[config.mk]
export PLATFORM = sky130hd
export DESIGN_NAME = two_color_sine_fade_cycle
export DESIGN_NICKNAME = d
export VERILOG_FILES = /design/src/rtl/core/tcsf_pkg.sv /design/src/rtl/core/two_color_sine_fade_cycle.sv
export SDC_FILE = /design/constraint.sdc
export NUM_CORES = 1
export LEC_CHECK = 0
export BUFFER_PORTS_ARGS = -buffer_cell sky130_fd_sc_hd__clkbuf_2
export CELL_PAD_IN_SITES_DETAIL_PLACEMENT = 1
export CELL_PAD_IN_SITES_GLOBAL_PLACEMENT = 2
export CORE_MARGIN = 2
export CORE_UTILIZATION = 41
export DETAILED_ROUTE_END_ITERATION = 10
export PLACE_DENSITY = 0.8
export REMOVE_ABC_BUFFERS = 1
export SETUP_SLACK_MARGIN = 0.1
export SLEW_MARGIN = 30
export SYNTH_ARGS = -nofsm -noshare
export SYNTH_HDL_FRONTEND = slang
export SYNTH_SLANG_ARGS = --single-unit
[constraint.sdc]
create_clock -name clk_i -period 7.7 [get_ports clk_i]
set_input_delay 0.385 -clock clk_i [delete_from_list [all_inputs] [get_ports clk_i]]
set_output_delay 0.385 -clock clk_i [all_outputs]
set_load 0.005 [all_outputs]
[src/rtl/core/tcsf_pkg.sv]
// Shared constants for the two-color sine fade pattern generator.
// Holds register indexes, the count bound and the sine weight lookup.
// No dependencies.
package tcsf_pkg;

  localparam int unsigned MaxPixels     = 1024;
  localparam int unsigned SineTableBits = 8;

  // Largest strip length the 10-bit address and slot state can cover.
  localparam logic [10:0] CountBound =
      (MaxPixels < 1024) ? 11'(MaxPixels) : 11'd1024;

  // Steps of the bit-serial remainder pass (11-bit dividend).
  localparam logic [3:0] NormSteps = 4'd11;

  localparam int unsigned PhaseDrop = 16 - SineTableBits;

  // Register indexes on the configuration port (byte address / 4).
  localparam logic [1:0] RegFirstColor  = 2'd0;
  localparam logic [1:0] RegSecondColor = 2'd1;
  localparam logic [1:0] RegPixelCount  = 2'd2;
  localparam logic [1:0] RegPhaseStep   = 2'd3;

  // round(128 * sin(k * pi / 128)) for k = 0..64, one quarter wave.
  localparam logic [7:0] QuarterSine [65] = '{
    8'd0,   8'd3,   8'd6,   8'd9,   8'd13,  8'd16,  8'd19,  8'd22,
    8'd25,  8'd28,  8'd31,  8'd34,  8'd37,  8'd40,  8'd43,  8'd46,
    8'd49,  8'd52,  8'd55,  8'd58,  8'd60,  8'd63,  8'd66,  8'd68,
    8'd71,  8'd74,  8'd76,  8'd79,  8'd81,  8'd84,  8'd86,  8'd88,
    8'd91,  8'd93,  8'd95,  8'd97,  8'd99,  8'd101, 8'd103, 8'd105,
    8'd106, 8'd108, 8'd110, 8'd111, 8'd113, 8'd114, 8'd116, 8'd117,
    8'd118, 8'd119, 8'd121, 8'd122, 8'd122, 8'd123, 8'd124, 8'd125,
    8'd126, 8'd126, 8'd127, 8'd127, 8'd127, 8'd128, 8'd128, 8'd128,
    8'd128
  };

  // Weight a in Q0.8 for a 16-bit phase: 128 +/- quarter-wave value, saturated.
  function automatic logic [7:0] sine_weight(input logic [15:0] phase);
    logic [15:0] quant;
    logic [7:0]  idx;
    logic [5:0]  r;
    logic [6:0]  mirror;
    logic [7:0]  s;
    logic [8:0]  a;
    quant  = (phase >> PhaseDrop) << PhaseDrop;
    idx    = quant[15:8];
    r      = idx[5:0];
    mirror = 7'd64 - {1'b0, r};
    s      = idx[6] ? QuarterSine[mirror] : QuarterSine[r];
    a      = idx[7] ? (9'd128 - {1'b0, s}) : (9'd128 + {1'b0, s});
    return (a > 9'd255) ? 8'd255 : a[7:0];
  endfunction

endpackage

[src/rtl/core/two_color_sine_fade_cycle.sv]
// Top level of the two-color sine fade pattern generator.
// Uses tcsf_pkg for register indexes, the count bound and the sine weight.
// Contains the frame state, the blend pipeline and the APB register file.

// The block takes one pixel request per cycle while s_axis_tready is high and
// returns one pixel per request through two registers: the first holds the
// address, frame end flag and sine weight looked up from the frame state, the
// second holds the blended colors and acts as the output register. Input beats
// whose request bit is zero are taken and produce no pixel. Writing
// pixel_count starts a pass that reduces the rotation and the current address
// modulo the new count one bit per cycle; s_axis_tready stays low during that pass.
module two_color_sine_fade_cycle (
  input  logic        clk_i,
  input  logic        rst_ni,
  // Input stream.
  input  logic        s_axis_tvalid,
  output logic        s_axis_tready,
  input  logic [7:0]  s_axis_tdata,   // [0] request, [7:1] zero
  // Output stream.
  output logic        m_axis_tvalid,
  input  logic        m_axis_tready,
  // [9:0] pixel_address, [17:10] red, [25:18] green, [33:26] blue, [39:34] zero
  output logic [39:0] m_axis_tdata,
  output logic        m_axis_tlast,   // frame_last
  // Configuration port.
  input  logic        psel,
  input  logic        penable,
  input  logic        pwrite,
  input  logic [3:0]  paddr,
  input  logic [31:0] pwdata,
  output logic [31:0] prdata,
  output logic        pready
);

  // Configuration registers.
  logic [23:0] first_color_q;
  logic [23:0] second_color_q;
  logic [10:0] pixel_count_q;
  logic [15:0] phase_step_q;

  logic        cfg_wr;
  logic [1:0]  cfg_idx;

  assign pready  = 1'b1;
  assign cfg_wr  = psel & penable & pwrite;
  assign cfg_idx = paddr[3:2];

  always_ff @(posedge clk_i or negedge rst_ni) begin
    if (!rst_ni) begin
      first_color_q  <= '0;
      second_color_q <= '0;
      pixel_count_q  <= 11'd1024;
      phase_step_q   <= '0;
    end else if (cfg_wr) begin
      unique case (cfg_idx)
        tcsf_pkg::RegFirstColor:  first_color_q  <= pwdata[23:0];
        tcsf_pkg::RegSecondColor: second_color_q <= pwdata[23:0];
        tcsf_pkg::RegPixelCount:  pixel_count_q  <= pwdata[10:0];
        tcsf_pkg::RegPhaseStep:   phase_step_q   <= pwdata[15:0];
        default: ;
      endcase
    end
  end

  always_comb begin
    unique case (cfg_idx)
      tcsf_pkg::RegFirstColor:  prdata = {8'd0, first_color_q};
      tcsf_pkg::RegSecondColor: prdata = {8'd0, second_color_q};
      tcsf_pkg::RegPixelCount:  prdata = {21'd0, pixel_count_q};
      tcsf_pkg::RegPhaseStep:   prdata = {16'd0, phase_step_q};
      default:                  prdata = '0;
    endcase
  end

  // Effective strip length: zero counts as one, large values clamp to the bound.
  logic [10:0] count_eff;
  always_comb begin
    if (pixel_count_q == 11'd0) begin
      count_eff = 11'd1;
    end else if (pixel_count_q > tcsf_pkg::CountBound) begin
      count_eff = tcsf_pkg::CountBound;
    end else begin
      count_eff = pixel_count_q;
    end
  end

  // Frame state. rot_q is the raw rotation; rot_mod_q and addr_q are kept
  // reduced modulo the effective count so the per-pixel update is one compare.
  logic [9:0]  slot_q, slot_d;
  logic [15:0] phase_q, phase_d;
  logic [9:0]  rot_q, rot_d;
  logic [9:0]  rot_mod_q, rot_mod_d;
  logic [9:0]  addr_q, addr_d;

  // Remainder pass after a pixel_count write.
  logic [3:0]  nrm_cnt_q, nrm_cnt_d;
  logic [10:0] rem_rot_q, rem_rot_d;
  logic [10:0] rem_adr_q, rem_adr_d;
  logic        nrm_busy;
  logic        start_nrm;

  // Pipeline.
  logic        s1_valid_q;
  logic [9:0]  s1_addr_q;
  logic        s1_last_q;
  logic [7:0]  s1_weight_q;
  logic        out_valid_q;
  logic [9:0]  out_addr_q;
  logic [7:0]  out_red_q, out_green_q, out_blue_q;
  logic        out_last_q;

  logic        out_take;
  logic        s1_adv;
  logic        in_beat;
  logic        pix_req;

  assign nrm_busy  = (nrm_cnt_q != 4'd0);
  assign start_nrm = cfg_wr && (cfg_idx == tcsf_pkg::RegPixelCount);

  assign out_take      = !out_valid_q || m_axis_tready;
  assign s1_adv        = s1_valid_q && out_take;
  assign s_axis_tready = !nrm_busy && (!s1_valid_q || out_take);
  assign in_beat       = s_axis_tvalid && s_axis_tready;
  assign pix_req       = in_beat && s_axis_tdata[0];

  // Per-pixel state step.
  logic        is_last;
  logic [10:0] slot_inc;
  logic [10:0] addr_inc;
  logic [10:0] rot_inc;
  logic [9:0]  addr_wrap;
  logic [9:0]  rot_wrap;

  assign slot_inc  = {1'b0, slot_q} + 11'd1;
  assign addr_inc  = {1'b0, addr_q} + 11'd1;
  assign rot_inc   = {1'b0, rot_mod_q} + 11'd1;
  assign is_last   = (slot_inc >= count_eff);
  assign addr_wrap = (addr_inc >= count_eff) ? 10'd0 : addr_inc[9:0];
  assign rot_wrap  = (rot_inc >= count_eff) ? 10'd0 : rot_inc[9:0];

  // One restoring remainder step per cycle for both dividends.
  logic [10:0] sum_raw;
  logic [3:0]  bit_idx;
  logic [10:0] rot_bits, sum_bits;
  logic [11:0] rot_shift, adr_shift;
  logic [10:0] rem_rot_nxt, rem_adr_nxt;

  assign sum_raw   = {1'b0, slot_q} + {1'b0, rot_q};
  assign bit_idx   = nrm_cnt_q - 4'd1;
  assign rot_bits  = {1'b0, rot_q} >> bit_idx;
  assign sum_bits  = sum_raw >> bit_idx;
  assign rot_shift = {rem_rot_q, rot_bits[0]};
  assign adr_shift = {rem_adr_q, sum_bits[0]};

  always_comb begin
    rem_rot_nxt = (rot_shift >= {1'b0, count_eff}) ?
                  11'(rot_shift - {1'b0, count_eff}) : rot_shift[10:0];
    rem_adr_nxt = (adr_shift >= {1'b0, count_eff}) ?
                  11'(adr_shift - {1'b0, count_eff}) : adr_shift[10:0];
  end

  always_comb begin
    slot_d    = slot_q;
    phase_d   = phase_q;
    rot_d     = rot_q;
    rot_mod_d = rot_mod_q;
    addr_d    = addr_q;
    nrm_cnt_d = nrm_cnt_q;
    rem_rot_d = rem_rot_q;
    rem_adr_d = rem_adr_q;
    if (pix_req) begin
      if (is_last) begin
        slot_d    = '0;
        phase_d   = '0;
        rot_d     = rot_wrap;
        rot_mod_d = rot_wrap;
        addr_d    = rot_wrap;
      end else begin
        slot_d  = slot_inc[9:0];
        phase_d = phase_q + phase_step_q;
        addr_d  = addr_wrap;
      end
    end
    if (start_nrm) begin
      nrm_cnt_d = tcsf_pkg::NormSteps;
      rem_rot_d = '0;
      rem_adr_d = '0;
    end else if (nrm_busy) begin
      nrm_cnt_d = nrm_cnt_q - 4'd1;
      rem_rot_d = rem_rot_nxt;
      rem_adr_d = rem_adr_nxt;
      if (nrm_cnt_q == 4'd1) begin
        rot_mod_d = rem_rot_nxt[9:0];
        addr_d    = rem_adr_nxt[9:0];
      end
    end
  end

  always_ff @(posedge clk_i or negedge rst_ni) begin
    if (!rst_ni) begin
      slot_q    <= '0;
      phase_q   <= '0;
      rot_q     <= '0;
      rot_mod_q <= '0;
      addr_q    <= '0;
      nrm_cnt_q <= '0;
      rem_rot_q <= '0;
      rem_adr_q <= '0;
    end else begin
      slot_q    <= slot_d;
      phase_q   <= phase_d;
      rot_q     <= rot_d;
      rot_mod_q <= rot_mod_d;
      addr_q    <= addr_d;
      nrm_cnt_q <= nrm_cnt_d;
      rem_rot_q <= rem_rot_d;
      rem_adr_q <= rem_adr_d;
    end
  end

  // First stage: address, frame end and sine weight of the current slot.
  always_ff @(posedge clk_i or negedge rst_ni) begin
    if (!rst_ni) begin
      s1_valid_q <= 1'b0;
    end else if (pix_req) begin
      s1_valid_q <= 1'b1;
    end else if (s1_adv) begin
      s1_valid_q <= 1'b0;
    end
  end

  always_ff @(posedge clk_i) begin
    if (pix_req) begin
      s1_addr_q   <= addr_q;
      s1_last_q   <= is_last;
      s1_weight_q <= tcsf_pkg::sine_weight(phase_q);
    end
  end

  // Blend: (c1 * a + c2 * (256 - a)) >> 8 on each channel.
  logic [8:0]  weight_inv;
  logic [16:0] mix_r, mix_g, mix_b;

  assign weight_inv = 9'd256 - {1'b0, s1_weight_q};
  assign mix_r = 17'(first_color_q[23:16]) * 17'(s1_weight_q)
               + 17'(second_color_q[23:16]) * 17'(weight_inv);
  assign mix_g = 17'(first_color_q[15:8]) * 17'(s1_weight_q)
               + 17'(second_color_q[15:8]) * 17'(weight_inv);
  assign mix_b = 17'(first_color_q[7:0]) * 17'(s1_weight_q)
               + 17'(second_color_q[7:0]) * 17'(weight_inv);

  always_ff @(posedge clk_i or negedge rst_ni) begin
    if (!rst_ni) begin
      out_valid_q <= 1'b0;
    end else if (out_take) begin
      out_valid_q <= s1_valid_q;
    end
  end

  always_ff @(posedge clk_i) begin
    if (s1_adv) begin
      out_addr_q  <= s1_addr_q;
      out_last_q  <= s1_last_q;
      out_red_q   <= mix_r[15:8];
      out_green_q <= mix_g[15:8];
      out_blue_q  <= mix_b[15:8];
    end
  end

  assign m_axis_tvalid = out_valid_q;
  assign m_axis_tdata  = {6'd0, out_blue_q, out_green_q, out_red_q, out_addr_q};
  assign m_axis_tlast  = out_last_q;

  // No input beat is taken while the remainder pass owns the frame state.
  assert property (@(posedge clk_i) disable iff (!rst_ni)
    nrm_busy |-> !s_axis_tready)
    else $error("input accepted during remainder pass");

  // Outside the pass, the reduced address and rotation lie below the count.
  assert property (@(posedge clk_i) disable iff (!rst_ni)
    (!nrm_busy && !$past(start_nrm)) |->
      ({1'b0, addr_q} < count_eff && {1'b0, rot_mod_q} < count_eff))
    else $error("reduced frame state out of range");

  // The frame end clears slot and phase.
  assert property (@(posedge clk_i) disable iff (!rst_ni)
    (pix_req && is_last && !start_nrm) |=> (slot_q == 10'd0 && phase_q == 16'd0))
    else $error("frame end did not clear slot and phase");

  // A pixel waiting in the first stage is never dropped.
  assert property (@(posedge clk_i) disable iff (!rst_ni)
    (s1_valid_q && !s1_adv) |=> s1_valid_q)
    else $error("first stage pixel lost");

endmodule

==> reports/metrics.cfg, run 1 <==
[run_status]
status=finished, final reports clean

[worst_hold_path]
holdCritPathClass=in -> reg

[timing]
period_share_pct=95.3
rsz0062_at_grt=true
finClkSkew_ns=0.0389
worstMarginPinSlew_ns=0.900
finalHoldViolCount=0
fmax_ghz=0.136
setup_viol=0
final.setup.tns_ns=0
relSlewSlack_pct=39.9
slew_violations=0
fin_crit_ns=7.34

[worst_setup_path]
cp_max_fo=14
critPathRequiredTime_ns=8.07
start_kind=register
crit_type=reg -> reg
end_kind=register
worstPathArrival_ns=7.70

[placed_design]
dp.cells=3770
port_buffers=94
place.gp.congestion=0.883
dp_hpwl_mm=61.5

[global_route]
grt_overflow=0
antenna_found_initial=5
grt.total_usage_pct=24.2
grt_max_degree=94
grt_pass1_vias=23422
grt_pass1_wl_mm=129

[yosys]
synthSimpleGateAreaFrac_pct=16.1
synth-xor-area-share_pct=3.43
syn_area_per_cell_sq_um=9.33
synth-edff-count=54
synthesis.area_sq_um=27300
synth_top_family_by_area=adder cells
synth_mux_area_share_pct=5.74
synth_compound_area_share_pct=10.1
synth_top_flop_cell=dfrtp_1
ys_types=91
synthAdderAreaFrac_pct=35.3
syn_inst=2924
synth-seq-area-share_pct=20.5
synth-warning-count=0
ys_ff_latch=213
synthArstFlopShare_pct=74.6

[routing]
ant_nets=0
drt-total-wl_mm=80.6
wl_per_cell_um=21.0
drcViolationCount=0
routed-via-count=21023
dr.pass1.iters=5
avgViaCountPerCell=5.49
drtIter0Drc=1103

[clock_tree]
cts_buffers=29
cts_tree=yes
cts_sinks=213
htree_levels=1
path_clk_slew_ns=0.06
clock_path_buffers=3
clockRootBuffer=clkbuf_16
insertion_delay_ns=0.62

[die]
rows=94
dieArea_sq_um=68600
core_area_sq_um=65900
start_util_pct=41.4
die_y_um=262
die_x_um=262
ioPinCount=127

[layout]
multi_input_area_sq_um=19400
final.fill_count=7605
nets=3577
utilization_pct=45.1
final-instance-count-excl-fill=3828
regArea_sq_um=5600
area_growth_pct=8.77
drive_above_1_share_pct=10.9
n_antenna_cell=0

[job]
max-cap-violations=0

[cells in the final DEF, fill, tap and decap left out, types with 32 or more instances in the layout]
master and count:
dfrtp_1 158, o21ai_0 75, mux2i_1 35, a21oi_1 85, nand3_1 42, fa_1 307, inv_1 436, xor2_1 34
nor3_1 42, ha_1 278, edfxtp_1 54, mux2_2 71, and2_1 235, nor2_1 97, clkbuf_16 32, buf_4 46
xnor2_1 65, clkbuf_2 93, nand2_1 320
[layout make-up]
class                      count  area share [%]
clock buffer                  42            2.99
clock inverter                12           0.539
inverter                     441            5.58
multi-input combinational   2111            65.4
sequential                   213            18.9
tap                          864            3.64
timing repair buffer         145            2.95
[state kept, by name, indices dropped and copies added, names as in the netlist]
| signal | cells |
|---|---|
| out_blue_q | 8 |
| slot_q | 10 |
| phase_step_q | 16 |
| nrm_cnt_q | 4 |
| rem_adr_q | 11 |
| pixel_count_q | 11 |
| second_color_q | 24 |
| out_green_q | 8 |
| rot_mod_q | 10 |
| s1_weight_q | 8 |
| out_red_q | 8 |
| addr_q | 10 |
| rot_q | 10 |
| m_axis_tlast | 1 |
| s1_valid_q | 1 |
| first_color_q | 24 |
| phase_q | 16 |
| m_axis_tvalid | 1 |
| s1_last_q | 1 |
| rem_rot_q | 11 |
| s1_addr_q | 10 |
| out_addr_q | 10 |
[critical path: stages (launching register included)]
cell	delay, ns
edfxtp_1	0.40
inv_1	0.10
ha_1	0.22
nand2_1	0.09
or3_1	0.36
xor2_1	0.34
buf_4	0.29
nand2_1	0.09
fa_1	0.47
fa_1	0.53
inv_1	0.06
fa_1	0.56
fa_1	0.46
fa_1	0.50
inv_1	0.05
fa_1	0.47
inv_1	0.04
ha_1	0.18
or3_1	0.41
a31o_2	0.25
a41oi_1	0.36
o21ai_1	0.25
o41ai_2	0.35
o21bai_1	0.14
xnor2_1	0.14
[per-layer routing]
metal	share of wire, %	GRT usage [%]	wire length, um	vias up
li1	-	-	-	9609
met1	43	30.8	34500	10886
met2	49	42.1	39700	388
met3	4.5	3.50	3620	136
met4	3.4	8.02	2750	4
met5	0.036	0	29	-
[kinds of logic after synthesis]
group,after synthesis
AND/OR/NAND/NOR,875
flip-flops,213
other,2
adder cells (fa/ha/maj),586
XOR/XNOR,104
buffers and inverters,613
multiplexers,125
AO/OA/AOI/OAI,406
[synth_stat cells, drive strengths merged, types with 6 or more instances]
| master | count | share of area, % |
|---|---|---|
| o21bai | 16 | 0.44 |
| or3 | 6 | 0.14 |
| edfxtp | 54 | 5.9 |
| buf | 49 | 1.0 |
| nor2b | 20 | 0.46 |
| a31o | 7 | 0.22 |
| and3 | 26 | 0.61 |
| and2 | 236 | 5.4 |
| mux2 | 72 | 3.0 |
| nand2b | 28 | 0.64 |
| o22ai | 10 | 0.25 |
| a22oi | 12 | 0.33 |
| nand3 | 44 | 0.81 |
| mux2i | 35 | 1.3 |
| a21o | 25 | 0.69 |
| o31ai | 24 | 0.76 |
| ha | 278 | 13 |
| xnor2 | 70 | 2.3 |
| inv | 438 | 6.0 |
| o211ai | 12 | 0.33 |
| nand3b | 7 | 0.19 |
| xor2 | 34 | 1.1 |
| a41oi | 9 | 0.29 |
| a221oi | 12 | 0.39 |
| a22o | 9 | 0.29 |
| nand4 | 12 | 0.28 |
| dfrtp | 158 | 14 |
| nor3b | 9 | 0.29 |
| a21oi | 86 | 1.6 |
| nor3 | 44 | 0.81 |
| nand2 | 320 | 4.4 |
| o21ai | 80 | 1.5 |
| clkbuf | 123 | 1.7 |
| a31oi | 16 | 0.37 |
| o21a | 19 | 0.52 |
| nor2 | 99 | 1.4 |
| or2 | 7 | 0.16 |
| fa | 307 | 23 |
| a211oi | 17 | 0.47 |
| nor4 | 8 | 0.18 |
| mux4 | 18 | 1.5 |
[through the flow]
stage	worst slack, ns	instance area [sq um]	hold WS, ns
final	0.364	29700	0.0329
after global routing	0.0520	29700	0.0435
after CTS	0.144	29700	0.00622
after detailed placement	0.167	28600	0.405
after global placement	0.344	28600	0.408
after floorplan	-0.0558	26600	0.0894
[timing repair]
action,4_1_cts,5_1_grt
setup endpoints to repair,0,5
hold endpoints to repair,73,0
resized for setup,0,3
setup buffers,0,0
hold buffers,4,0
[worst paths after layout]
check | from | end | slack [ns] | cells after the start
min in group asynchronous | rst_ni | first_color_q[13] | 0.43 | 2
min reg2reg | s1_addr_q[4] | out_addr_q[4] | 0.42 | 0
max reg2reg | s1_weight_q[0] | out_blue_q[7] | 0.36 | 24
min | pwdata[7] | pixel_count_q[7] | 0.03 | 3
max | s1_weight_q[0] | out_blue_q[7] | 0.36 | 24
max in group asynchronous | rst_ni | addr_q[9] | 6.05 | 3
Power of run 1 is left out: the tool's default activity adds up to more than one toggle a clock period on the data nets, which glitch-free logic cannot reach.
==> inputs of run 2 (changes only) <==
--- a/config.mk
+++ b/config.mk
@@ -5,14 +5,14 @@
 export SDC_FILE = /design/constraint.sdc
 export NUM_CORES = 1
 export LEC_CHECK = 0
+export ABC_AREA = 1
 export BUFFER_PORTS_ARGS = -buffer_cell sky130_fd_sc_hd__clkbuf_2
 export CELL_PAD_IN_SITES_DETAIL_PLACEMENT = 1
 export CELL_PAD_IN_SITES_GLOBAL_PLACEMENT = 2
 export CORE_MARGIN = 2
-export CORE_UTILIZATION = 41
+export CORE_UTILIZATION = 39
 export DETAILED_ROUTE_END_ITERATION = 10
-export PLACE_DENSITY = 0.8
-export REMOVE_ABC_BUFFERS = 1
+export PLACE_DENSITY = 0.82
 export SETUP_SLACK_MARGIN = 0.1
 export SLEW_MARGIN = 30
 export SYNTH_ARGS = -nofsm -noshare
==> run 2 against run 1 <==
  * Utilization shrank 2.4 points
  * Sequential share of layout area grew 0.32 points
  * Clock skew shrank 0.0029 ns
  * Worst setup slack gained 0.57 ns
  * Non-clock buffer count shrank 13
  * Critical path type unchanged
  * Die area grew 3.8%
  * Highest routed layer is now met4
  * Critical path depth grew 6
  * Hold slack gained 0.078 ns
  * Register-to-register slack gained 0.57 ns
  * Synthesized cell count grew 18%
==> reports/metrics.cfg, run 2 <==
[yosys]
synth_compound_area_share_pct=8.25  ; -1.9 points
synth.most_common_cell=nand2_1
synth_top_area_share_pct=22.8  ; +0.28 points
synth_top_family_by_area=adder cells
yosys.area.top_type=fa_1
synth.top_cells.by_count=nand2_1, inv_1, fa_1
synth-warning-count=0  ; unchanged
synthArstFlopShare_pct=74.6  ; unchanged
synthesis.area_sq_um=27000  ; -1.2%
syn_inst=3451  ; +18%
ys_ff_latch=213  ; unchanged
synthAdderAreaFrac_pct=35.7  ; +0.40 points
synth_top_flop_cell=dfrtp_1
synth.area.top_cells=fa_1, dfrtp_1, ha_1
synth_mux_area_share_pct=0.0371  ; -5.7 points
synth-edff-count=54  ; unchanged
synth-xor-area-share_pct=3.09  ; -0.35 points
synthSimpleGateAreaFrac_pct=19.1  ; +3.0 points
synth-seq-area-share_pct=20.8  ; +0.25 points
ys_types=56  ; -38%
syn_area_per_cell_sq_um=7.81  ; -16%

[routing]
wl_met1_mm=37.5  ; +8.6%
drtIter0Drc=1168  ; +5.9%
met3_length_mm=2.76  ; -24%
ant_nets=0  ; unchanged
routed.top_layer=met4
wl_per_cell_um=19.3  ; -8.4%
dr.pass1.iters=5  ; unchanged
drcViolationCount=0  ; unchanged
dr_wl_met2_mm=41.5  ; +4.5%
drt-total-wl_mm=84.6  ; +5.1%
routed-via-count=22582  ; +7.4%
avgViaCountPerCell=5.15  ; -6.3%

[worst_setup_path]
cpMaxStageDelayCell=fa_1
start_kind=register
r2r_cells=30  ; +25%
critPathRequiredTime_ns=8.05  ; -0.02 ns
r2r-end=out_red_q[6]
end_kind=register
max_stage_delay_ns=0.55  ; about the same
crit_type=reg -> reg
rr_startpoint=s1_weight_q[1]
startpoint=s1_weight_q[1]
worstPathArrival_ns=7.12  ; -0.58 ns
r2r_slack_ns=0.94  ; +0.57 ns
cp_max_fo=3  ; -11

[clock_tree]
cts_tree=yes
cts_sinks=213  ; unchanged
clock_path_buffers=3  ; unchanged
cts_buffers=28  ; -3.4%
path_clk_slew_ns=0.06  ; about the same
clockRootBuffer=clkbuf_16
htree_levels=1  ; unchanged
cts-hold-fix-buffers=1  ; -3
cts_setup_buffers=0  ; unchanged
insertion_delay_ns=0.60  ; -0.02 ns
cts_resized=0  ; unchanged

[die]
core_area_sq_um=68500  ; +4.0%
start_util_pct=39.4  ; -2.1 points
die_y_um=267  ; +1.9%
dieArea_sq_um=71200  ; +3.8%
ioPinCount=127  ; unchanged
rows=96  ; +2.1%
die_x_um=267  ; +1.9%

[placed_design]
dpl_cell_area_sq_um=28200  ; -1.2%
place.gp.congestion=0.857  ; -2.9%
port_buffers=94  ; unchanged
dp_hpwl_mm=67.0  ; +8.9%

[layout]
top_regs=first_color_q: 24 flops, second_color_q: 24 flops
nets=4121  ; +15%
utilization_pct=42.6  ; -2.4 points
postLayoutCellArea_sq_um=29200  ; -1.7%
final_common_cell=nand2_1
area_growth_pct=8.27
drive_above_1_share_pct=6.22  ; -4.6 points
final.fill_count=8428  ; +11%
mostFrequentLayoutCells=nand2_1, inv_1, fa_1, ha_1, nor2_1
n_antenna_cell=0  ; unchanged

[timing]
relSlewSlack_pct=36.0  ; -3.9 points
slew_violations=0  ; unchanged
finClkSkew_ns=0.0360  ; -0.00291 ns
period_share_pct=87.8  ; -7.4 points
worstMarginPinSlew_ns=0.959  ; +0.0586 ns
fin_crit_ns=6.76  ; -0.572 ns
whs_ns=0.111  ; +0.0781 ns
final.setup.tns_ns=0  ; unchanged
finalHoldViolCount=0  ; unchanged
fmax_ghz=0.148  ; +8.5%
rsz0062_at_grt=false
setup_viol=0  ; unchanged

[worst_hold_path]
hold_depth=3  ; unchanged
holdCritPathClass=in -> reg
min_from=pwdata[23]
hold_path_end=first_color_q[23]

[job]
max-cap-violations=0  ; unchanged

[global_route]
grt_pass1_wl_mm=137  ; +5.8%
grt_max_degree=92  ; -2.1%
antenna_found_initial=0  ; -5
grt_pass1_vias=24951  ; +6.5%
grt_overflow=0  ; unchanged
grt.total_usage_pct=24.7  ; +0.49 points

[run_status]
status=finished, final reports clean

==> run 2: cell types whose count changed after synthesis, sizes merged, moves of 34 or more <==
cell,change
nand2,+532
inv,+319
and2,-236
nor2,+115
o21ai,+115
nand3,+90
mux2,-72
xnor2,-46
clkbuf,-45
xor2,+37
mux2i,-34
==> run 2: stage by stage <==
| stage | worst slack (ns) | cells |
|---|---|---|
| after floorplan | 1.27 | 3464 |
| after global placement | 0.955 | 4336 |
| after detailed placement | 0.911 | 4336 |
| after CTS | 0.922 | 4389 |
| after global routing | 0.541 | 4389 |
| final | 0.936 | 4389 |
==> run 2: how the worst max path moves through the flow <==
stage | cells past startpoint | slack [ns] | end
5_1_grt | 30 | 0.54 | out_red_q[6]
2_1_floorplan | 26 | 1.27 | out_red_q[4]
6_report | 30 | 0.94 | out_red_q[6]
4_1_cts | 30 | 0.92 | out_red_q[6]
3_5_place_dp | 30 | 0.91 | out_red_q[6]
3_3_place_gp | 30 | 0.96 | out_red_q[6]
==> run 2: kinds of logic (layout without fill, tap and decap cells) <==
group	Yosys count	in the layout
and+or+nand+nor	1262	1262
xor gates and xnor gates	95	95
muxes	1	1
adders and majority gates	585	585
buffers and inverters	900	943
AOI/OAI and AO/OA	393	393
other	2	15
DFF	213	213
==> run 2: critical path, delay by kind of cell, from the launching register on <==
kind	cells	cell delay, ns
adder cells (fa/ha/maj)	7	3.38
buffers and inverters	7	0.43
flip-flops	1	0.42
XOR/XNOR	1	0.08
AO/OA/AOI/OAI	4	0.75
AND/OR/NAND/NOR	11	1.49
==> run 2: per-layer routing <==
metal / global-route usage, % / up-vias
li1: - / 10620
met1: 32.1 / 11444
met2: 43.1 / 401
met3: 2.08 / 117
met4: 8.24 / 0
met5: 0 / -
==> run 2: layout make-up <==
cell class	instances	area (sq um)	share of cell area, %
timing repair buffer	132	771	2.64
sequential	213	5600	19.2
multi-input combinational	2351	17900	61.4
clock inverter	18	174	0.596
inverter	759	2850	9.77
tap	882	1100	3.78
clock buffer	34	764	2.62
Power of run 2 is left out for the same reason.
